## src/hdl/lzssd_pkg.sv

```systemverilog
// shared types and constants of the lzss bitstream decompressor
`timescale 1ns / 1ps

package lzssd_pkg;

    localparam int OFFSET_BITS_DEF      = 13;
    localparam int LENGTH_CODE_BITS_DEF = 4;
    localparam int MIN_COPY_DEF         = 3;

    localparam int CFG_IDX_W   = 2;
    localparam int CFG_DATA_W  = 32;

    localparam logic [CFG_IDX_W-1:0] REG_EXPECTED_SIZE     = 2'd0;
    localparam logic [CFG_IDX_W-1:0] REG_EXPECTED_CHECKSUM = 2'd1;

    localparam logic [1:0] ST_OK       = 2'd0;
    localparam logic [1:0] ST_INVALID  = 2'd1;
    localparam logic [1:0] ST_SIZE     = 2'd2;
    localparam logic [1:0] ST_CHECKSUM = 2'd3;

    typedef struct packed {
        logic [7:0] out_byte;
        logic       is_data;
        logic       done_res;
        logic [1:0] status;
        logic       run_end;
    } result_t;

    typedef struct packed {
        logic [CFG_DATA_W-1:0] expected_size;
        logic [CFG_DATA_W-1:0] expected_checksum;
    } cfg_t;

endpackage

```

## src/hdl/lzssd_out_stage.sv

```systemverilog
// output register between the decoder and the result channel
`timescale 1ns / 1ps

module lzssd_out_stage
    import lzssd_pkg::*;
(
    input  logic       clk,
    input  logic       rst_n,
    input  logic       push,
    input  result_t    res,
    output logic       free,
    output logic       out_valid,
    input  logic       out_ready,
    output logic [7:0] out_byte,
    output logic       is_data,
    output logic       done_res,
    output logic [1:0] status,
    output logic       run_end
);

    logic    valid_reg;
    result_t data_reg;

    assign free = !valid_reg || out_ready;

    always_ff @(posedge clk or negedge rst_n)
    begin
        if (!rst_n)
        begin
            valid_reg <= 1'b0;
        end
        else if (push)
        begin
            valid_reg <= 1'b1;
        end
        else if (out_ready)
        begin
            valid_reg <= 1'b0;
        end
    end

    always_ff @(posedge clk)
    begin
        if (push)
        begin
            data_reg <= res;
        end
    end

    assign out_valid = valid_reg;
    assign out_byte  = data_reg.out_byte;
    assign is_data   = data_reg.is_data;
    assign done_res  = data_reg.done_res;
    assign status    = data_reg.status;
    assign run_end   = data_reg.run_end;

endmodule

```

## config.mk

```make
export PLATFORM = sky130hd
export DESIGN_NAME = lzssd_out_stage
export DESIGN_NICKNAME = d
export VERILOG_FILES = /design/src/hdl/lzssd_pkg.sv /design/src/hdl/lzssd_out_stage.sv
export SDC_FILE = /design/constraint.sdc
export NUM_CORES = 1
export LEC_CHECK = 0
export ABC_AREA = 1
export BUFFER_PORTS_ARGS = -buffer_cell sky130_fd_sc_hd__buf_2
export CAP_MARGIN = 20
export CORE_AREA = 2 2 39 41
export DETAILED_ROUTE_END_ITERATION = 8
export DIE_AREA = 0 0 41 43
export PLACE_DENSITY_LB_ADDON = 0.05
export SLEW_MARGIN = 10
export SYNTH_ARGS = -nofsm -noshare
export SYNTH_HDL_FRONTEND = slang
export SYNTH_SLANG_ARGS = --single-unit
```

## constraint.sdc

```tcl
create_clock -name clk -period 0.8 [get_ports clk]
set_input_delay 0.04 -clock clk [delete_from_list [all_inputs] [get_ports clk]]
set_output_delay 0.04 -clock clk [all_outputs]
set_load 0.05 [all_outputs]
```

# --- Word-level counts from Yosys, hierarchy flattened ---
# Index checks and enable logic that the tools add are counted.
# Widths: inputs -> output; s select.
totals:
  ff_bits: 14
  input_bits: 17
  output_inout_bits: 15
  wordCells: 11
op_classes:
  mux: 2
  n_reduce_logical: 3
ops:
  columns: ["operator", "n"]
  rows:
  - ["$mux 1", 2]
  - ["$reduce_bool 2->1", 1]
  - ["$logic_not 1->1", 1]
  - ["$logic_or 1x1->1", 1]

# --- Logic depth before layout (Yosys ltp) ---
depth:
  word_depth: 2
  ltp_mapped: 3
  depth_no_buf: 3

# --- Least setup slack after synthesis ---
# OpenSTA, ideal clock, no wires.
synth_timing:
  kind: "register to register"
  from: "register out_valid (netlist name)"
  to: "register valid_reg (netlist: out_valid)"
  setup_time_ps: 71
  arrival_time_ps: 1020
  required_time_ps: 729
  slack_ps: -291
  stages_incl_launch_ff: 3
  path_buffers: 0
  synth_period_minus_slack_ps: 1091
  path_cell_list: "dfrtp_1 > nand2_2 > nand2_2"
synth_lines:
  columns: ["item", "line", "text"]
  rows:
  - ["end signal, assigned", "lzssd_out_stage.sv:30", "valid_reg <= 1'b0;"]
  - ["end signal, assigned", "lzssd_out_stage.sv:34", "valid_reg <= 1'b1;"]
  - ["end signal, assigned", "lzssd_out_stage.sv:38", "valid_reg <= 1'b0;"]
  - ["end, declared", "lzssd_out_stage.sv:21", "logic valid_reg;"]

# --- Worst setup path in the final report ---
layout_timing:
  from: "register valid_reg (netlist: out_valid)"
  to: "output free"
layout_via:
  elab_chain_len: 2
layout_rtl:
  columns: ["item", "line", "text"]
  rows:
  - ["$logic_not 1->1", "lzssd_out_stage.sv:24", "assign free = !valid_reg || out_ready;"]
  - ["$logic_or 1x1->1", "lzssd_out_stage.sv:24", null]
  - ["end, declared", "lzssd_out_stage.sv:11", "output logic free,"]
# Every way passes these cells.

==> results.md <==
- Post-synth EDFFs: 13
- Final WS setup: -0.165 ns
- GP Congestion: 0.542
- ANT cells: 0
- CP Data Required Time: 0.76 ns
- Design Area, Final: 896 sq um
- Total GRT Usage: between 10% and 20%
- Status: finished with violations
- Vias in the first global route: 360
- Starting Density: 31.5%
- Top-count cell post-synth: edfxtp_1
- Synth Area per Inst: 24.2 sq um
- Yosys reg bits: 14
- Met2 usage: 23.4%
- # IOs: 32
- Post-synth top area cell: edfxtp_1
- Tmin final: 0.965 ns
- Initial antenna violation count: 0
- Final wirelength: between 800 and 900 um
- YS warnings: 0
- Area delta synth->final: 106%
- Internal: between 1 and 1.5 mW
- Width of the die: 41 um
- Crit path capture type: output port
- Max incr delay on CP: 0.45 ns
- Worst-path maximum fanout: 2
- Row count: 14
- Sw Ratio: 28.1%
- Largest cells by area after synthesis: edfxtp_1, dfrtp_1, nand2_2
- Fin. max-slew vios: 0
- Crit path max-delay cell type: dfrtp_2
- Worst Skew: 0 ns
- Syn nets: 35
- Post-synth cell types: 4
- VDD IR max: 0.00119 V
- Fin crit share: 121%
- Num CTS Buffers: 3
- Layout cells sized above 1: 56.7%
- Sink Count: 14
- Comb pwr share: 24.7%
- Worst-path clk slew: 0.08 ns
- DR pass1 iterations: 1
- First-pass GRT wire length: 1.37 mm
- Clk Latency, worst-skew pair: 0.27 ns
- Antenna Nets Post-Route: 0
- Post-synth top cells: edfxtp_1, inv_1, nand2_2, dfrtp_1
- Core area: 1380 sq um
- Fin Setup TNS: -1.23 ns
- Top cell type's share of synthesized area: roughly nine tenths
- Total grt overflow: 0
- Reg power frac: 48.4%
- Failing checks: negative setup slack
- Critical Path AT: 0.92 ns
- Max Freq: about 1000 MHz
- Register area share after synthesis: between 90 and 100%
- Remaining DRCs: 0
- IO buf count: 31
- Root Driver: clkbuf_4
- H-tree Lvls: 1
- Synth async-reset ratio: 7.14%
- Relative slew slack: 80.4%
- Full die area: about 1800 sq um
- Drt wl/cell: about 11 um
- Cells after Synth: 18
- Met1 Resource Use GR: 9.47%
- Area post-placement: 626 sq um
- Total of max-cap violations: 0
- RSZ-0062 raised after global routing: yes
- Pwr Total: 1.85 mW
- Dpl ws: 0.0266 ns
- Setup CP Type: reg2out
- Area of the mapped netlist: 435 sq um
- Clk pwr share: a little over a quarter
- P_leak: around 0.39 nW
- Hold crit path type: in2async
- Vias: 334
- Final Hold Viols: 0
- Final setup violation count: 15
- Ordered list of cells on the worst path: nand2_8 -> buf_8
- PwrDens: between 2000 and 2500 nW/um^2
- GR Layer Usage met3: 3.66%
- Post-synth top flop: edfxtp_1
- Least-Margin Pin Slew: 0.295 ns
- CTS tree: yes
- Initial drt markers: 0
- Gr busiest metal: met2
- Final nets: 85
- CTS Buffer Depth: 2
- Largest net degree at the start of global routing: 15
- Startpoint types: flip-flop
- Die span in y: 43 um
- Via density: 4.02
- Layout fillers: 105
- NetSw: 519 uW
power groups by stage:
stage / clock network [mW] / registers [mW] / logic [mW]
6_report: 0.497 / 0.895 / 0.456
3_3_place_gp: 0 / 0.894 / 0.331
4_1_cts: 0.515 / 0.894 / 0.459
5_1_grt: 0.541 / 0.900 / 0.481
3_5_place_dp: 0 / 0.897 / 0.334
2_1_floorplan: 0 / 1.10 / 0.0272
stage by stage:
step	instances	utilization [%]	hold slack (ns)
final	83	64.7	0.0611
after global routing	83	64.7	0.0725
after CTS	83	64.7	0.0528
after detailed placement	65	45.2	-0.185
after global placement	65	45.2	-0.186
after floorplan	18	-	-0.256
final timing paths:
kind / startpoint / end / slack [ns] / depth (start not counted)
min in group clk: out_ready / out_valid / 0.06 / 4
worst min-delay path: rst_n / out_valid / 0.06 / 2
worst max-delay path: out_valid / free / -0.16 / 2
worst min register to register: out_valid / out_valid / 0.55 / 2
worst max register to register: out_valid / out_valid / 0.15 / 2
max in group asynchronous: rst_n / out_valid / 0.65 / 2
cells in the final DEF (no fill, tap or decap):
cell            n
nand2_2         1
clkbuf_8        1
buf_2          16
edfxtp_1       13
dlygate4sd3_1  14
nand2_8         1
clkbuf_4        3
buf_8           1
dfrtp_2         1
buf_4           1
inv_1           2
buf_6          13
registers in the layout, summed over array words and instances, names as in the netlist:
register / cells
done_res: 1
out_byte: 8
is_data: 1
status: 2
run_end: 1
out_valid: 1
logic make-up after synthesis:
group / synth area share, %
simple gates: 2.87
buf+inv: 1.72
flops: 95.4
metal layers:
| metal | wire [um] | up-vias |
|---|---|---|
| met3 | 53 | 0 |
| met4 | 0 | 0 |
| met5 | 0 | - |
| li1 | - | 165 |
| met2 | 531 | 16 |
| met1 | 298 | 153 |
final cells by class:
cell class / instances / area [sq um] / area share, %
Inverter: 2 / 7.51 / 0.838
Timing Repair Buffer: 45 / 389 / 43.4
Clock buffer: 4 / 36.3 / 4.05
Multi-Input combinational cell: 2 / 26.3 / 2.93
Tap cell: 16 / 20.0 / 2.23
Sequential cell: 14 / 417 / 46.5
worst max-delay path, delay by kind of cell (launching register included):
kind | cells | cell delay (ns)
buf+inv | 1 | 0.14
flops | 1 | 0.45
simple gates | 1 | 0.07
timing repair:
item	4_1_cts	5_1_grt
resized for setup	30	0
setup endpoints to repair	15	15
endpoints found under the hold margin	14	0
setup buffers	0	0
hold buffers	14	0
No activity file was read; power rests on OpenSTA's default activity.
