File: config.mk
export PLATFORM = sky130hd
export DESIGN_NAME = lzssd_core
export DESIGN_NICKNAME = d
export VERILOG_FILES = /design/src/hdl/lzssd_pkg.sv /design/src/hdl/lzssd_core.sv
export SDC_FILE = /design/constraint.sdc
export NUM_CORES = 1
export LEC_CHECK = 0
export BUFFER_PORTS_ARGS = -buffer_cell sky130_fd_sc_hd__buf_2
export CORE_ASPECT_RATIO = 1.4
export CORE_MARGIN = 8
export CORE_UTILIZATION = 50
export DETAILED_ROUTE_END_ITERATION = 8
export PLACE_DENSITY = 0.77
export SLEW_MARGIN = 20
export SYNTH_ARGS = -nofsm -noshare
export SYNTH_HDL_FRONTEND = slang
export SYNTH_SLANG_ARGS = --single-unit
File: constraint.sdc
create_clock -name clk -period 7.2 [get_ports clk]
set_input_delay 0.36 -clock clk [delete_from_list [all_inputs] [get_ports clk]]
set_output_delay 0.36 -clock clk [all_outputs]
set_load 0.03 [all_outputs]
File: src/hdl/lzssd_pkg.sv
// shared types and constants of the lzss bitstream decompressor
`timescale 1ns / 1ps

package lzssd_pkg;

    localparam int OFFSET_BITS_DEF      = 13;
    localparam int LENGTH_CODE_BITS_DEF = 4;
    localparam int MIN_COPY_DEF         = 3;

    localparam int CFG_IDX_W   = 2;
    localparam int CFG_DATA_W  = 32;

    localparam logic [CFG_IDX_W-1:0] REG_EXPECTED_SIZE     = 2'd0;
    localparam logic [CFG_IDX_W-1:0] REG_EXPECTED_CHECKSUM = 2'd1;

    localparam logic [1:0] ST_OK       = 2'd0;
    localparam logic [1:0] ST_INVALID  = 2'd1;
    localparam logic [1:0] ST_SIZE     = 2'd2;
    localparam logic [1:0] ST_CHECKSUM = 2'd3;

    typedef struct packed {
        logic [7:0] out_byte;
        logic       is_data;
        logic       done_res;
        logic [1:0] status;
        logic       run_end;
    } result_t;

    typedef struct packed {
        logic [CFG_DATA_W-1:0] expected_size;
        logic [CFG_DATA_W-1:0] expected_checksum;
    } cfg_t;

endpackage

File: src/hdl/lzssd_core.sv
// token decoder, copy engine and dictionary control
`timescale 1ns / 1ps

module lzssd_core
    import lzssd_pkg::*;
#(
    parameter int OFFSET_BITS      = OFFSET_BITS_DEF,
    parameter int LENGTH_CODE_BITS = LENGTH_CODE_BITS_DEF,
    parameter int MIN_COPY         = MIN_COPY_DEF
) (
    input  logic                   clk,
    input  logic                   rst_n,
    input  logic                   in_valid,
    output logic                   in_ready,
    input  logic [7:0]             in_byte,
    input  logic                   start_req,
    input  logic                   final_byte,
    input  cfg_t                   cfg,
    output logic                   res_push,
    output result_t                res,
    input  logic                   res_free,
    output logic                   mem_we,
    output logic [OFFSET_BITS-1:0] mem_waddr,
    output logic [7:0]             mem_wdata,
    output logic                   mem_re,
    output logic [OFFSET_BITS-1:0] mem_raddr,
    input  logic [7:0]             mem_rdata
);

    localparam int AW    = OFFSET_BITS;
    localparam int ACC_W = (OFFSET_BITS > 8) ? OFFSET_BITS : 8;
    localparam int GW    = $clog2(ACC_W + 1);
    localparam int LW    = LENGTH_CODE_BITS + 1;

    localparam logic [2:0] S_IDLE    = 3'd0;
    localparam logic [2:0] S_BITS    = 3'd1;
    localparam logic [2:0] S_COPY_RD = 3'd2;
    localparam logic [2:0] S_COPY_WR = 3'd3;
    localparam logic [2:0] S_END     = 3'd4;

    localparam logic [1:0] PH_FLAG = 2'd0;
    localparam logic [1:0] PH_LIT  = 2'd1;
    localparam logic [1:0] PH_OFF  = 2'd2;
    localparam logic [1:0] PH_LEN  = 2'd3;

    logic [2:0]       state_reg, state_next;
    logic [7:0]       byte_reg, byte_next;
    logic             final_reg, final_next;
    logic [2:0]       bit_idx_reg, bit_idx_next;
    logic [1:0]       phase_reg, phase_next;
    logic [GW-1:0]    gath_reg, gath_next;
    logic [ACC_W-1:0] acc_reg, acc_next;
    logic [AW-1:0]    off_reg, off_next;
    logic [AW-1:0]    head_reg, head_next;
    logic [31:0]      prod_reg, prod_next;
    logic [31:0]      sum_reg, sum_next;
    logic             fin_reg, fin_next;
    logic [AW-1:0]    copy_addr_reg, copy_addr_next;
    logic [LW-1:0]    copy_rem_reg, copy_rem_next;
    logic             bits_left_reg, bits_left_next;
    logic             fwd_reg, fwd_next;
    logic [7:0]       fwd_data_reg, fwd_data_next;
    logic             rvalid_reg, rvalid_next;

    logic             bit_cur;
    logic [ACC_W-1:0] acc_shift;
    logic [GW-1:0]    gath_inc;
    logic [AW-1:0]    offset_cur;
    logic [LW-1:0]    copy_len;
    logic             room_short;
    logic             lit_over;
    logic [7:0]       copy_data;
    logic [2:0]       after_byte;

    // an entry counts as written once the running output count has reached it
    function automatic logic is_written(input logic [AW-1:0] a, input logic [31:0] p);
        is_written = (p[31:AW] != '0) || ((a != '0) && (32'(a) <= p));
    endfunction

    function automatic logic [1:0] end_status(input logic invalid,
                                              input logic [31:0] prod,
                                              input logic [31:0] sum,
                                              input cfg_t c);
        if (invalid)
            end_status = ST_INVALID;
        else if (prod != c.expected_size)
            end_status = ST_SIZE;
        else if (sum != c.expected_checksum)
            end_status = ST_CHECKSUM;
        else
            end_status = ST_OK;
    endfunction

    assign bit_cur    = byte_reg[bit_idx_reg];
    assign acc_shift  = {acc_reg[ACC_W-2:0], bit_cur};
    assign gath_inc   = gath_reg + 1'b1;
    assign offset_cur = acc_shift[AW-1:0];
    assign copy_len   = LW'(acc_shift[LENGTH_CODE_BITS-1:0]) + LW'(MIN_COPY);
    assign room_short = ({1'b0, prod_reg} + 33'(copy_len)) > {1'b0, cfg.expected_size};
    assign lit_over   = prod_reg >= cfg.expected_size;
    assign copy_data  = fwd_reg ? fwd_data_reg : (rvalid_reg ? mem_rdata : 8'd0);
    assign after_byte = final_reg ? S_END : S_IDLE;
    assign in_ready   = (state_reg == S_IDLE);

    always_comb
    begin
        logic [31:0] sum_base;
        logic        fin_base;

        state_next     = state_reg;
        byte_next      = byte_reg;
        final_next     = final_reg;
        bit_idx_next   = bit_idx_reg;
        phase_next     = phase_reg;
        gath_next      = gath_reg;
        acc_next       = acc_reg;
        off_next       = off_reg;
        head_next      = head_reg;
        prod_next      = prod_reg;
        sum_next       = sum_reg;
        fin_next       = fin_reg;
        copy_addr_next = copy_addr_reg;
        copy_rem_next  = copy_rem_reg;
        bits_left_next = bits_left_reg;
        fwd_next       = fwd_reg;
        fwd_data_next  = fwd_data_reg;
        rvalid_next    = rvalid_reg;

        res_push  = 1'b0;
        res       = '0;
        mem_we    = 1'b0;
        mem_waddr = head_reg;
        mem_wdata = copy_data;
        mem_re    = 1'b0;
        mem_raddr = copy_addr_reg;
        sum_base  = sum_reg;
        fin_base  = fin_reg;

        unique case (state_reg)
            S_IDLE:
            begin
                if (in_valid)
                begin
                    if (start_req)
                    begin
                        head_next  = AW'(1);
                        prod_next  = '0;
                        sum_next   = '0;
                        phase_next = PH_FLAG;
                        gath_next  = '0;
                        acc_next   = '0;
                        off_next   = '0;
                        fin_next   = 1'b0;
                        sum_base   = '0;
                        fin_base   = 1'b0;
                    end
                    // a finished entry drops bytes until the next start
                    if (!fin_base)
                    begin
                        sum_next     = sum_base + 32'(in_byte);
                        byte_next    = in_byte;
                        final_next   = final_byte;
                        bit_idx_next = 3'd7;
                        state_next   = S_BITS;
                    end
                end
            end

            S_BITS:
            begin
                if (phase_reg == PH_FLAG)
                begin
                    phase_next = bit_cur ? PH_LIT : PH_OFF;
                    gath_next  = '0;
                    acc_next   = '0;
                    if (bit_idx_reg == 3'd0)
                        state_next = after_byte;
                    else
                        bit_idx_next = bit_idx_reg - 3'd1;
                end
                else if (phase_reg == PH_LIT && gath_inc == GW'(8))
                begin
                    if (res_free)
                    begin
                        res_push = 1'b1;
                        if (lit_over)
                        begin
                            res.done_res = 1'b1;
                            res.status   = ST_INVALID;
                            res.run_end  = 1'b1;
                            fin_next     = 1'b1;
                            state_next   = S_IDLE;
                        end
                        else
                        begin
                            res.out_byte = acc_shift[7:0];
                            res.is_data  = 1'b1;
                            res.run_end  = !final_reg;
                            mem_we       = 1'b1;
                            mem_wdata    = acc_shift[7:0];
                            head_next    = head_reg + 1'b1;
                            prod_next    = prod_reg + 32'd1;
                            phase_next   = PH_FLAG;
                            gath_next    = gath_inc;
                            acc_next     = acc_shift;
                            if (bit_idx_reg == 3'd0)
                                state_next = after_byte;
                            else
                                bit_idx_next = bit_idx_reg - 3'd1;
                        end
                    end
                end
                else if (phase_reg == PH_OFF && gath_inc == GW'(OFFSET_BITS))
                begin
                    if (offset_cur == '0)
                    begin
                        // end token: rest of the byte is ignored
                        if (res_free)
                        begin
                            res_push     = 1'b1;
                            res.done_res = 1'b1;
                            res.status   = end_status(1'b0, prod_reg, sum_reg, cfg);
                            res.run_end  = 1'b1;
                            fin_next     = 1'b1;
                            state_next   = S_IDLE;
                        end
                    end
                    else
                    begin
                        off_next   = offset_cur;
                        phase_next = PH_LEN;
                        gath_next  = '0;
                        acc_next   = '0;
                        if (bit_idx_reg == 3'd0)
                            state_next = after_byte;
                        else
                            bit_idx_next = bit_idx_reg - 3'd1;
                    end
                end
                else if (phase_reg == PH_LEN && gath_inc == GW'(LENGTH_CODE_BITS))
                begin
                    if (room_short)
                    begin
                        if (res_free)
                        begin
                            res_push     = 1'b1;
                            res.done_res = 1'b1;
                            res.status   = ST_INVALID;
                            res.run_end  = 1'b1;
                            fin_next     = 1'b1;
                            state_next   = S_IDLE;
                        end
                    end
                    else
                    begin
                        copy_addr_next = off_reg;
                        copy_rem_next  = copy_len;
                        phase_next     = PH_FLAG;
                        gath_next      = '0;
                        acc_next       = '0;
                        bits_left_next = (bit_idx_reg != 3'd0);
                        if (bit_idx_reg != 3'd0)
                            bit_idx_next = bit_idx_reg - 3'd1;
                        state_next = S_COPY_RD;
                    end
                end
                else
                begin
                    gath_next = gath_inc;
                    acc_next  = acc_shift;
                    if (bit_idx_reg == 3'd0)
                        state_next = after_byte;
                    else
                        bit_idx_next = bit_idx_reg - 3'd1;
                end
            end

            S_COPY_RD:
            begin
                mem_re         = 1'b1;
                fwd_next       = 1'b0;
                rvalid_next    = is_written(copy_addr_reg, prod_reg);
                copy_addr_next = copy_addr_reg + 1'b1;
                state_next     = S_COPY_WR;
            end

            S_COPY_WR:
            begin
                if (res_free)
                begin
                    res_push      = 1'b1;
                    res.out_byte  = copy_data;
                    res.is_data   = 1'b1;
                    res.run_end   = (copy_rem_reg == LW'(1)) && !final_reg;
                    mem_we        = 1'b1;
                    head_next     = head_reg + 1'b1;
                    prod_next     = prod_reg + 32'd1;
                    copy_rem_next = copy_rem_reg - LW'(1);
                    if (copy_rem_reg == LW'(1))
                    begin
                        state_next = bits_left_reg ? S_BITS : after_byte;
                    end
                    else
                    begin
                        // next read may hit the entry written in this cycle
                        mem_re         = 1'b1;
                        fwd_next       = (copy_addr_reg == head_reg);
                        fwd_data_next  = copy_data;
                        rvalid_next    = is_written(copy_addr_reg, prod_reg + 32'd1);
                        copy_addr_next = copy_addr_reg + 1'b1;
                    end
                end
            end

            S_END:
            begin
                // bits ran out before an end token
                if (res_free)
                begin
                    res_push     = 1'b1;
                    res.done_res = 1'b1;
                    res.status   = ST_INVALID;
                    res.run_end  = 1'b1;
                    fin_next     = 1'b1;
                    state_next   = S_IDLE;
                end
            end

            default:
            begin
                state_next = S_IDLE;
            end
        endcase
    end

    always_ff @(posedge clk or negedge rst_n)
    begin
        if (!rst_n)
        begin
            state_reg     <= S_IDLE;
            phase_reg     <= PH_FLAG;
            gath_reg      <= '0;
            acc_reg       <= '0;
            off_reg       <= '0;
            head_reg      <= AW'(1);
            prod_reg      <= '0;
            sum_reg       <= '0;
            fin_reg       <= 1'b0;
            bit_idx_reg   <= '0;
            final_reg     <= 1'b0;
            copy_rem_reg  <= '0;
            bits_left_reg <= 1'b0;
            fwd_reg       <= 1'b0;
            rvalid_reg    <= 1'b0;
        end
        else
        begin
            state_reg     <= state_next;
            phase_reg     <= phase_next;
            gath_reg      <= gath_next;
            acc_reg       <= acc_next;
            off_reg       <= off_next;
            head_reg      <= head_next;
            prod_reg      <= prod_next;
            sum_reg       <= sum_next;
            fin_reg       <= fin_next;
            bit_idx_reg   <= bit_idx_next;
            final_reg     <= final_next;
            copy_rem_reg  <= copy_rem_next;
            bits_left_reg <= bits_left_next;
            fwd_reg       <= fwd_next;
            rvalid_reg    <= rvalid_next;
        end
    end

    always_ff @(posedge clk)
    begin
        byte_reg      <= byte_next;
        copy_addr_reg <= copy_addr_next;
        fwd_data_reg  <= fwd_data_next;
    end

`ifndef SYNTH
    a_head_tracks_count: assert property (@(posedge clk) disable iff (!rst_n)
        head_reg == AW'(prod_reg + 32'd1))
        else $error("write head out of step with output count");

    a_finished_idle: assert property (@(posedge clk) disable iff (!rst_n)
        fin_reg |-> state_reg == S_IDLE)
        else $error("decoder busy after the entry finished");

    a_copy_not_empty: assert property (@(posedge clk) disable iff (!rst_n)
        (state_reg == S_COPY_RD || state_reg == S_COPY_WR) |-> copy_rem_reg != '0)
        else $error("copy running with nothing left");

    a_push_needs_room: assert property (@(posedge clk) disable iff (!rst_n)
        res_push |-> res_free)
        else $error("result pushed into a full output register");

    a_write_is_data: assert property (@(posedge clk) disable iff (!rst_n)
        mem_we |-> (res_push && res.is_data && !res.done_res))
        else $error("dictionary written without a data result");
`endif

endmodule

== Word level (Yosys, flattened, before mapping) ==
Cells that the tools add are included.

* Bits in registers: 153
* Input port bits: 86
* Output and inout bits: 51
* Word-level logic and storage cells: 286

* $add $sub $neg: 9
* Order comparisons: 5
* Equality and inequality tests: 42
* Multiplexer cells: 168
* Bitwise operators: 6
* Reductions and logical operators: 38

{| class="wikitable"
|+ Operators by type and width
! operator !! count
|-
| $mux 32 || 11
|-
| $mux 13 || 22
|-
| $mux 12 || 8
|-
| $pmux 32 s3 || 1
|-
| $mux 3 || 29
|-
| $pmux 13 s3 || 2
|-
| $mux 4 || 17
|-
| $le 13x32->1 || 2
|-
| $ne 32x32->1 || 2
|-
| $mux 8 || 7
|-
| $reduce_and 8->1 || 5
|-
| $reduce_bool 19->1 || 2
|-
| $add 32x5->33 || 1
|-
| $gt 33x32->1 || 1
|-
| $add 32x1->32 const B || 1
|-
| $add 32x8->32 || 1
|-
| $ge 32x32->1 || 1
|-
| $mux 1 || 32
|-
| $mux 5 || 6
|-
| $ne 2x2->1 const B || 15
|-
| $mux 9 || 3
|-
| $add 13x1->13 const B || 2
|-
| $mux 2 || 13
|-
| $pmux 13 s2 || 1
|-
| 45 further kinds || 83
|}

== Longest topological paths before layout ==
Gate-level depths: netlist (run 1).

* Word-level depth: 11
* Gate-level depth with buffers: 23
* Mapped depth without buffers: 22

== Worst setup path after synthesis (run 1) ==
OpenSTA, ideal clock, no wires.

* Path kind: flip-flop to output port
* From: register bit_idx_reg[0]
* To: output res[1] (netlist name)
* Arrival time: 5.955 ns
* Data required time: 6.840 ns
* Setup slack: 0.885 ns
* Cell stages (with the launch flop): 23
* Path buffers: 1
* Cells stage by stage: dfrtp_1 -> mux4_2 -> mux2i_1 -> ha_1 -> inv_1 -> ha_1 -> a21o_1 -> a21oi_1 -> o21bai_1 -> a21oi_1 -> or3_1 -> clkbuf_1 -> nor2_1 -> xor2_1 -> ha_1 -> nand4_1 -> or4_1 -> a31oi_1 -> o31ai_1 -> o311ai_1 -> a31oi_1 -> or3_1 -> o21ai_0

{| class="wikitable"
|+ RTL lines
! element !! RTL line !! RTL
|-
| start: declaration || lzssd_core.sv:49 || <nowiki>logic [2:0] bit_idx_reg, bit_idx_next;</nowiki>
|-
| start signal: assignment || lzssd_core.sv:367 || <nowiki>bit_idx_reg <= bit_idx_next;</nowiki>
|-
| end: declaration || lzssd_core.sv:20 || <nowiki>output result_t res,</nowiki>
|}

==> results.md, run 1 <==
* 1st-pass router iterations at 6
* VDD IR-drop max at 0.000240 V
* Static Leak at 6.27 nW
* Final min period at 6830 ps
* Place WS at 599 ps
* Die W at 148 um
* NetSw at 1.23 mW
* Vias at 11,500
* Root Driver: clkbuf_16
* CP Data Required Time at 6840 ps
* Hpwl dp at between 20,000 and 30,000 um
* Layout area overhead at 12.7%
* Global-route wire length before repair at 60,500 um
* H-Tree Level Count at 4
* CTS buffer count at 17
* Global placement routability congestion at 0.973
* Synth Instances at around 1,500
* I/O Buffers at 136
* Ys flop type: dfrtp_1
* Finished Cell Area at 13,800 um^2
* R2r startpoint: bit_idx_reg[0]
* Origin of the worst min-delay path: in_byte[7]
* Crit path launch: bit_idx_reg[0]
* Post-DR wirelength/cell at 19.9 um
* Slew @ Worst Pin at 1030 ps
* Die Height at 201 um
* DRC at 0
* Worst R2R Setup Slack at 770 ps
* Synthesized area per cell at 8.36 um^2
* Grt total ovfl at 0
* Commonest non-fill, non-tap cells in the layout: 196 x nand2_1, 135 x buf_2, 123 x dfrtp_1, 115 x ha_1, 104 x o21ai_0
* Netlist cell types at 84
* Logic pwr share at between 30% and 40%
* Status: complete, no violations
* Fin crit share at a little over nine tenths
* Clock slew at reported path FFs at ~60 ps
* Post-synth EDFFs at 29
* Yosys reg bits at 153
* Routed Antenna Nets at 0
* Crit path capture: res[1]
* Final wirelength at about 38,000 um
* Slew Viols, Final at 0
* Global Route Usage Sum at around a quarter
* IO Count at around 140
* Final setup vio count at 0
* Pin count of the biggest net entering global routing at 76
* RSZ-0062 raised after global routing: no
* CP Data Arrival Time at 6470 ps
* Row count at 68
* Core area at 24,400 um^2
* Final setup margin at 369 ps
* Critical path type: reg -> out
* DP Area at 13,200 um^2
* Hold Violations, Final at 0
* Worst Hold Class: in -> reg
* CTS max path bufs at 2
* Vias in the first global route at 11,600
* Clock skew at 10.4 ps
* Clock power share at a little under a third
* 1st-iter DRT viols at 871
* CTS tree: done
* Slew headroom at 31.2%
* Synthesized Nets at about 1,700
* Ys async rst share at ~81%
* Yosys Warn Count at 0
* Max_cap viols at 0
* Leading cell type in the layout, fill and taps excluded: nand2_1
* Post-CTS Repair Setup Buffers at 0
* Cells on worst reg2reg path at 23
* Seq/Total Area, Yosys at around 32%
* Switching share of power at 37.6%
* Setup tns final at 0 ps
* Flop pwr share at 34.7%
* Synth Cell Area at 12,300 um^2
* Initial antenna violation count at 0
* Die Area at 29,900 um^2
* Crit start category: flop
* # clock sinks at around 150
* Power Density at 236 nW/um^2
* ANT cells at 0
* Crit-path max FO at 8
* Final core occ at 56.7%
* Total Power at 3.27 mW
* CP endpoint kind: output pin
* Fin nets at 1,773
* Share of post-route cells with drive strength above 1 at 13.3%
* Clock Latency Late Sink at between 400 and 500 ps
* Worst r2r dst: mem_raddr[10]
* Starting Density at 50.3%
* Vias per cell at 6.06
* Fmax at 146 MHz
* Internal power at 2.04 mW
## area by class of cell
cell class	instances	area, um^2
clock buffers	19	443
repair buffers	151	798
well taps	315	394
fillers	2171	10600
clock inverters	13	188
multi-input cells	1150	7680
inverters	97	364
flip-flops and latches	153	3980
## worst min path at each step
| stage | to | cells past startpoint |
|---|---|---|
| 5_1_grt | byte_reg[6] | 1 |
| 2_1_floorplan | acc_reg[0] | 0 |
| 3_3_place_gp | sum_reg[23] | 1 |
| 4_1_cts | byte_reg[7] | 1 |
| 6_report | byte_reg[7] | 1 |
| 3_5_place_dp | sum_reg[22] | 1 |
## cell families (layout without fill, tap and decap cells)
group,count (synthesis),count (layout),synth area share (%)
AOI/OAI and AO/OA,313,313,16.2
xor gates and xnor gates,133,133,9.48
adders and majority gates,117,117,12.0
buffers and inverters,167,280,5.41
DFF,153,153,32.4
muxes,24,24,2.20
and+or+nand+nor,563,563,22.3
## per-layer routing
layer / wire, um / up-vias / GRT usage, %
met3: 2080 / 138 / 4.45
met2: 19300 / 465 / 44.1
met1: 14000 / 5471 / 27.4
met4: 2340 / 0 / 16.5
met5: 0 / - / 0
li1: - / 5424 / -
## repair_timing
action	4_1_cts	5_1_grt
hold buffers	1	0
hold endpoints to repair	2	0
setup endpoints to repair	0	4
resized for setup	0	5
## power by group through the flow
| stage | Clock [mW] | Sequential (mW) | Combinational [mW] |
|---|---|---|---|
| after floorplan | 0 | 1.10 | 0.823 |
| after global placement | 0 | 1.14 | 1.09 |
| after detailed placement | 0 | 1.15 | 1.13 |
| after CTS | 0.992 | 1.13 | 1.14 |
| after global routing | 1.03 | 1.15 | 1.27 |
| final | 0.982 | 1.13 | 1.15 |
## worst max-delay path, cell delays in order (launching register included)
cell and delay [ps]:
dfrtp_1 420, mux4_2 540, mux2i_2 350, ha_1 350, fa_1 450, nor2b_1 160, o31a_1 160, or2_2 160
nand4_1 100, buf_4 210, nor2_1 280, nand2_1 110, xnor2_1 140, ha_1 300, nand4_1 110, or4_1 570
a31oi_1 180, o31ai_1 150, o311ai_2 190, a31oi_2 220, or3_1 480, o21ai_0 170, buf_2 220
## metrics by stage
step	instances	hold WS, ps
final	1898	142
after global routing	1898	135
after CTS	1898	131
after detailed placement	1865	470
after global placement	1865	455
after floorplan	1470	64.4
## cell usage after synthesis, drive strengths merged, types with 3 or more instances
| library cell | number | area [um^2] |
|---|---|---|
| a211oi | 6 | 45.0 |
| a21o | 15 | 113 |
| a21oi | 69 | 349 |
| a22o | 9 | 78.8 |
| a22oi | 4 | 30.0 |
| a31oi | 14 | 93.8 |
| a41oi | 3 | 26.3 |
| and2 | 12 | 75.1 |
| and3 | 28 | 180 |
| and4 | 3 | 26.3 |
| and4b | 3 | 30.0 |
| buf | 20 | 113 |
| clkbuf | 50 | 188 |
| dfrtp | 123 | 3080 |
| edfxtp | 29 | 871 |
| ha | 115 | 1440 |
| inv | 96 | 360 |
| mux2 | 4 | 45.0 |
| mux2i | 18 | 180 |
| nand2 | 196 | 736 |
| nand2b | 8 | 50.1 |
| nand3 | 58 | 290 |
| nand3b | 4 | 30.0 |
| nand4 | 45 | 282 |
| nor2 | 103 | 387 |
| nor2b | 17 | 106 |
| nor3 | 36 | 190 |
| nor3b | 5 | 42.5 |
| nor4 | 18 | 113 |
| nor4b | 4 | 41.3 |
| o2111ai | 3 | 26.3 |
| o211ai | 7 | 52.6 |
| o21a | 8 | 60.1 |
| o21ai | 104 | 521 |
| o22ai | 6 | 37.5 |
| o31a | 5 | 45.0 |
| o31ai | 32 | 245 |
| or2 | 4 | 25.0 |
| or3 | 10 | 63.8 |
| or4 | 4 | 30.0 |
| xnor2 | 83 | 727 |
| xor2 | 50 | 438 |
(Power assumes the default switching activity.)
==> inputs of run 2 (changes only) <==
--- a/config.mk
+++ b/config.mk
@@ -8,9 +8,10 @@
 export BUFFER_PORTS_ARGS = -buffer_cell sky130_fd_sc_hd__buf_2
 export CORE_ASPECT_RATIO = 1.4
 export CORE_MARGIN = 8
-export CORE_UTILIZATION = 50
+export CORE_UTILIZATION = 60
+export CTS_BUF_LIST = sky130_fd_sc_hd__clkbuf_4 sky130_fd_sc_hd__clkbuf_8
 export DETAILED_ROUTE_END_ITERATION = 8
-export PLACE_DENSITY = 0.77
+export PLACE_DENSITY_LB_ADDON = 0.12
 export SLEW_MARGIN = 20
 export SYNTH_ARGS = -nofsm -noshare
 export SYNTH_HDL_FRONTEND = slang
==> results.md, run 2 (same netlist as run 1, synthesis figures left out) <==
* 1st-pass router iterations at 6
* DP Area at 13,100 um^2
* Die Height at around 190 um
* Final min period at 6850 ps
* Clock Latency Late Sink at 480 ps
* CP endpoint kind: output pin
* Worst-path cell chain: mux4_2, mux2i_1, buf_4, ha_1, fa_1, nor2b_1, o31a_1, or2_2, nand4_1, buf_4, nor2b_1, nand4_1, nor2_1, xor2_1, ha_1, a21o_1, a21oi_1, o21ai_0, a2111oi_2, o311ai_1, a31oi_2, or3_1, o21ai_0, buf_2
* Final setup vio count at 0
* Initial antenna violation count at 0
* Core area at 20,300 um^2
* CP Data Arrival Time at 6490 ps
* Slew @ Worst Pin at around 1000 ps
* Pin count of the biggest net entering global routing at 66
* Power Density at ~220 nW/um^2
* Leading cell type in the layout, fill and taps excluded: nand2_1
* Row count at 62
* Global-route wire length before repair at 58,900 um
* Fin nets at between 1,500 and 2,000
* CP Buf/Inv Count at 3
* Hold_ws at about 94 ps
* Root Driver: clkbuf_8
* Vias in the first global route at 11,600
* Worst Hold Class: in -> reg
* ANT cells at 0
* Global placement routability congestion at 1.03
* Post-DR wirelength/cell at approximately 20 um
* Die W at between 100 and 150 um
* CP Data Required Time at 6840 ps
* Critical path type: reg -> out
* Routed Antenna Nets at 0
* I/O Buffers at about 140
* Layout area overhead at 10.7%
* Clock slew at reported path FFs at around 90 ps
* Die Area at 25,400 um^2
* Global Route Usage Sum at 29.7%
* Share of post-route cells with drive strength above 1 at 13.3%
* Finished Cell Area at 13,600 um^2
* Slew headroom at 31.8%
* DRC at 0
* Slew Viols, Final at 0
* H-Tree Level Count at 4
* Fin crit share at between 90% and 100%
* Crit start category: flop
* CTS max path bufs at 2
* # clock sinks at 153
* Place WS at ~680 ps
* Max_cap viols at 0
* Hpwl dp at 28,300 um
* Grt total ovfl at 0
* Starting Density at 60.4%
* Status: complete, no violations
* Placed Instances at approximately 1,800
* 1st-iter DRT viols at between 900 and 1,000
* Final wirelength at 37,100 um
* Crit-path max FO at 10
* Fmax at between 100 and 150 MHz
* # fillers at around 1,800
* CTS tree: done
* VDD IR-drop max at 0.000169 V
* Hold Violations, Final at 0
* Vias at around 12,000
* Final setup margin at 350 ps
* Layout Cells excl Fill at 1,838
* CTS buffer count at 17
* Static Leak at 6.18 nW
* IO Count at ~140
* Crit-path slowest cell: mux4_2
* CP max stage delay at roughly 520 ps
* Clock skew at 16.5 ps
* Worst path top cell family by delay: compound AO/OA/AOI/OAI gates
* Vias per cell at 6.26
* Commonest non-fill, non-tap cells in the layout: 196 x nand2_1, 135 x buf_2, 123 x dfrtp_1, 115 x ha_1, 104 x o21ai_0
[run 2: cell types whose count changed in the layout (fill, tap and decap cells not counted), sizes merged]
cell,change
buf,-1
bufinv,+1
clkbuf,-1
clkinv,+1
clkinvlp,+2
inv,-3
[run 2: path summary, 6_finish.rpt]
kind                                      to      startpoint  cells past startpoint  slack (ps)
worst max-delay path                  res[1]  bit_idx_reg[0]                     24         350
max in group asynchronous        off_reg[12]           rst_n                      3        5270
worst min register to register    off_reg[1]      off_reg[1]                      2         480
worst min-delay path             byte_reg[0]      in_byte[0]                      1          90
worst max register to register    acc_reg[1]  bit_idx_reg[0]                     23         830
min in group asynchronous       mem_waddr[6]           rst_n                      2         530
[run 2: worst register-to-register path: cells and delay by family, from the launching register on]
| kind | cells | cell delay, ps |
|---|---|---|
| AOI/OAI and AO/OA | 7 | 2050 |
| xor gates and xnor gates | 1 | 170 |
| adders and majority gates | 3 | 990 |
| buffers and inverters | 3 | 760 |
| DFF | 1 | 410 |
| muxes | 3 | 870 |
| and+or+nand+nor | 6 | 1040 |
[run 2: layout make-up]
| type | instances | area (um^2) | area share (%) |
|---|---|---|---|
| multi-input combinational | 1150 | 7680 | 56.5 |
| sequential | 153 | 3980 | 29.2 |
| timing repair buffer | 150 | 791 | 5.82 |
| inverter | 97 | 364 | 2.68 |
| tap | 256 | 320 | 2.36 |
| clock buffer | 18 | 241 | 1.78 |
| clock inverter | 14 | 221 | 1.63 |
[run 2: power by group]
part           switching (mW)  internal [mW]
Clock                   0.356          0.419
Combinational           0.685          0.439
Sequential              0.142          0.996
[run 2: what timing repair did]
item / CTS / global route
setup endpoints to repair: 0 / 4
gates resized for setup: 0 / 4
hold buffers: 1 / 0
hold endpoints to repair: 30 / 0
buffers inserted: 0 / 3
[run 2: layer usage]
metal | wire [um] | GRT usage, % | vias to the layer above
met2 | 19000 | 51.9 | 488
met1 | 13300 | 31.1 | 5442
li1 | - | - | 5434
met4 | 2670 | 22.6 | 0
met3 | 2160 | 5.16 | 151
met5 | 0 | 0 | -
[run 2: metrics by stage]
| step | power, mW | TNS [ps] | utilization, % |
|---|---|---|---|
| 6_report | 3.04 | 0 | 66.9 |
| 5_1_grt | 3.23 | -54.8 | 66.9 |
| 4_1_cts | 3.04 | 0 | 66.6 |
| 3_5_place_dp | 2.26 | 0 | 64.3 |
| 3_3_place_gp | 2.23 | 0 | 64.3 |
| 2_1_floorplan | 1.92 | 0 | - |
==> inputs of run 3 (changes only) <==
--- a/config.mk
+++ b/config.mk
@@ -5,6 +5,7 @@
 export SDC_FILE = /design/constraint.sdc
 export NUM_CORES = 1
 export LEC_CHECK = 0
+export ABC_AREA = 1
 export BUFFER_PORTS_ARGS = -buffer_cell sky130_fd_sc_hd__buf_2
 export CORE_ASPECT_RATIO = 1.4
 export CORE_MARGIN = 8
==> results.md, run 3 <==
* Area of the multi-input gates at 7670 um^2
* CTS max path bufs at 2
* Place WS at 1200 ps
* Fmax at 153 MHz
* Global-route wire length before repair at 62,000 um
* Core area at ~21,000 um^2
* Die W at 139 um
* Starting Density at 60.8%
* Post-synth top area share at 24.1%
* I/O Buffers at 136
* Yosys Warn Count at 0
* Reg area at 3980 um^2
* Yosys reg bits at approximately 150
* Clock Latency Late Sink at about 480 ps
* Post-CTS Repair Setup Buffers at 0
* IO Count at 137
* DRC at 0
* Hpwl dp at 31,000 um
* # fillers at 1,951
* # clock sinks at 153
* Layout area overhead at 9.77%
* Synth Cell Area at approximately 13,000 um^2
* Slew headroom at 42.4%
* Leading cell type in the layout, fill and taps excluded: nand2_1
* Vias per cell at 5.71
* Seq/Total Area, Yosys at slightly above 30%
* ANT cells at 0
* Crit path capture: res[1]
* CP Data Required Time at 6840 ps
* Synthesized area per cell at a little over 7 um^2
* 1st-iter DRT viols at 1,033
* Grt total ovfl at 0
* Slew @ Worst Pin at around 860 ps
* Synthesized Nets at a little under 2,000
* Fin crit share at 91.0%
* Synth Instances at 1,771
* Vias in the first global route at 12,200
* Post-DR wirelength/cell at around 18 um
* Origin of the worst min-delay path: in_byte[4]
* RSZ-0062 raised after global routing: no
* Power Density at 357 nW/um^2
* Crit-path most repeated cell: nand2_1
* H-Tree Level Count at 4
* Global Route Usage Sum at 29.5%
* CTS buffer count at 17
* Slew Viols, Final at 0
* Critical path type: reg -> out
* Hold_ws at 77.0 ps
* R2r startpoint: bit_idx_reg[0]
* Row count at 63
* Die Height at 189 um
* Ys async rst share at 81.0%
* Final setup margin at 649 ps
* Netlist cell types at 55
* Final wirelength at roughly 39,000 um
* Clock skew at 22.0 ps
* Max_cap viols at 0
* Crit-path max FO at 9
* Finished Cell Area at approximately 14,000 um^2
* Final min period at ~6600 ps
* Static Leak at around 6.6 nW
* Clock slew at reported path FFs at 100 ps
* Hold Violations, Final at 0
* Worst R2R Setup Slack at 1340 ps
* CP endpoint kind: output pin
* CP Data Arrival Time at 6190 ps
* CTS tree: done
* CP max stage delay at 560 ps
* Setup tns final at 0 ps
* Cells on worst reg2reg path at 31
* Post-synth top area cell: dfrtp_1
* Crit path launch: bit_idx_reg[0]
* Synth area leaders: dfrtp_1 24%, nand2_1 12%, ha_1 11%
* Vias at 12,400
* Share of post-route cells with drive strength above 1 at 11.3%
* Root Driver: clkbuf_8
* Crit-path slowest cell: nor3_1
* Final setup vio count at 0
* Most numerous cell in the Yosys netlist: nand2_1
* Die Area at around 26,000 um^2
* Pin count of the biggest net entering global routing at 65
* Post-synth EDFFs at 29
* Worst Hold Class: in -> reg
* Synth cell count leaders: 418 x nand2_1, 236 x inv_1, 178 x nor2_1
* Worst r2r dst: gath_reg[3]
* VDD IR-drop max at 0.000175 V
* Commonest non-fill, non-tap cells in the layout: 418 x nand2_1, 236 x inv_1, 178 x nor2_1, 135 x buf_2, 123 x dfrtp_1
* Ys flop type: dfrtp_1
* Status: complete, no violations
* Global placement routability congestion at 0.965
* Routed Antenna Nets at 0
* 1st-pass router iterations at 7
* Initial antenna violation count at 0
* Fin nets at 2,096
* DP Area at ~14,000 um^2
* Crit start category: flop
==> run 3: worst max-delay path: cells and delay by family, from the launching register on <==
kind / cells / cell delay [ps]
AOI/OAI and AO/OA: 6 / 1220
xor gates and xnor gates: 1 / 190
adders and majority gates: 3 / 860
buffers and inverters: 5 / 650
DFF: 1 / 430
and+or+nand+nor: 15 / 2370
==> run 3: layout make-up <==
type | instances | area share [%]
Multi-Input combinational cell | 1331 | 54.6
Sequential cell | 153 | 28.3
Inverter | 248 | 6.70
Timing Repair Buffer | 142 | 5.20
Tap cell | 260 | 2.32
Clock buffer | 20 | 1.87
Clock inverter | 12 | 0.998
==> run 3: cells by family (layout without fill, tap and decap cells) <==
| logic type | Yosys count | in the layout | share of synthesized area, % |
|---|---|---|---|
| flops | 153 | 153 | 31.1 |
| simple gates | 829 | 829 | 28.2 |
| xor+xnor | 134 | 134 | 9.23 |
| compound gates | 251 | 251 | 11.0 |
| fa+ha+maj | 117 | 117 | 11.6 |
| buf+inv | 287 | 422 | 8.98 |
==> run 3: power breakdown <==
part           switching (mW)  internal, mW  total, mW
Clock                   0.363         0.329      0.692
Combinational            1.93         0.916       2.84
Sequential              0.349          1.13       1.48
==> run 3: what timing repair did <==
item / 4_1_cts / 5_1_grt
gates resized for setup: 0 / 0
endpoints found under the setup margin: 0 / 0
hold endpoints to repair: 27 / 0
hold buffers: 1 / 0
==> run 3: worst min path at each step <==
stage,endpoint,slack [ps],cells past startpoint
6_report,byte_reg[4],80,1
5_1_grt,byte_reg[4],50,1
4_1_cts,byte_reg[4],50,1
3_5_place_dp,off_reg[2],470,2
3_3_place_gp,off_reg[4],460,2
2_1_floorplan,acc_reg[0],60,0
==> run 3: layer usage <==
metal | vias up | track usage [%] | routed length (um)
met4 | 0 | 18.1 | 2220
met1 | 5761 | 32.6 | 15000
li1 | 6076 | - | -
met2 | 407 | 52.6 | 19500
met3 | 116 | 4.23 | 1850
met5 | - | 0 | 0
==> run 3: stage by stage <==
stage | instances | power (mW) | util (%)
4_1_cts | 2166 | 5.01 | 66.7
6_report | 2166 | 5.01 | 66.7
2_1_floorplan | 1771 | 3.47 | -
3_3_place_gp | 2133 | 4.24 | 64.8
5_1_grt | 2166 | 5.42 | 66.7
3_5_place_dp | 2133 | 4.31 | 64.8
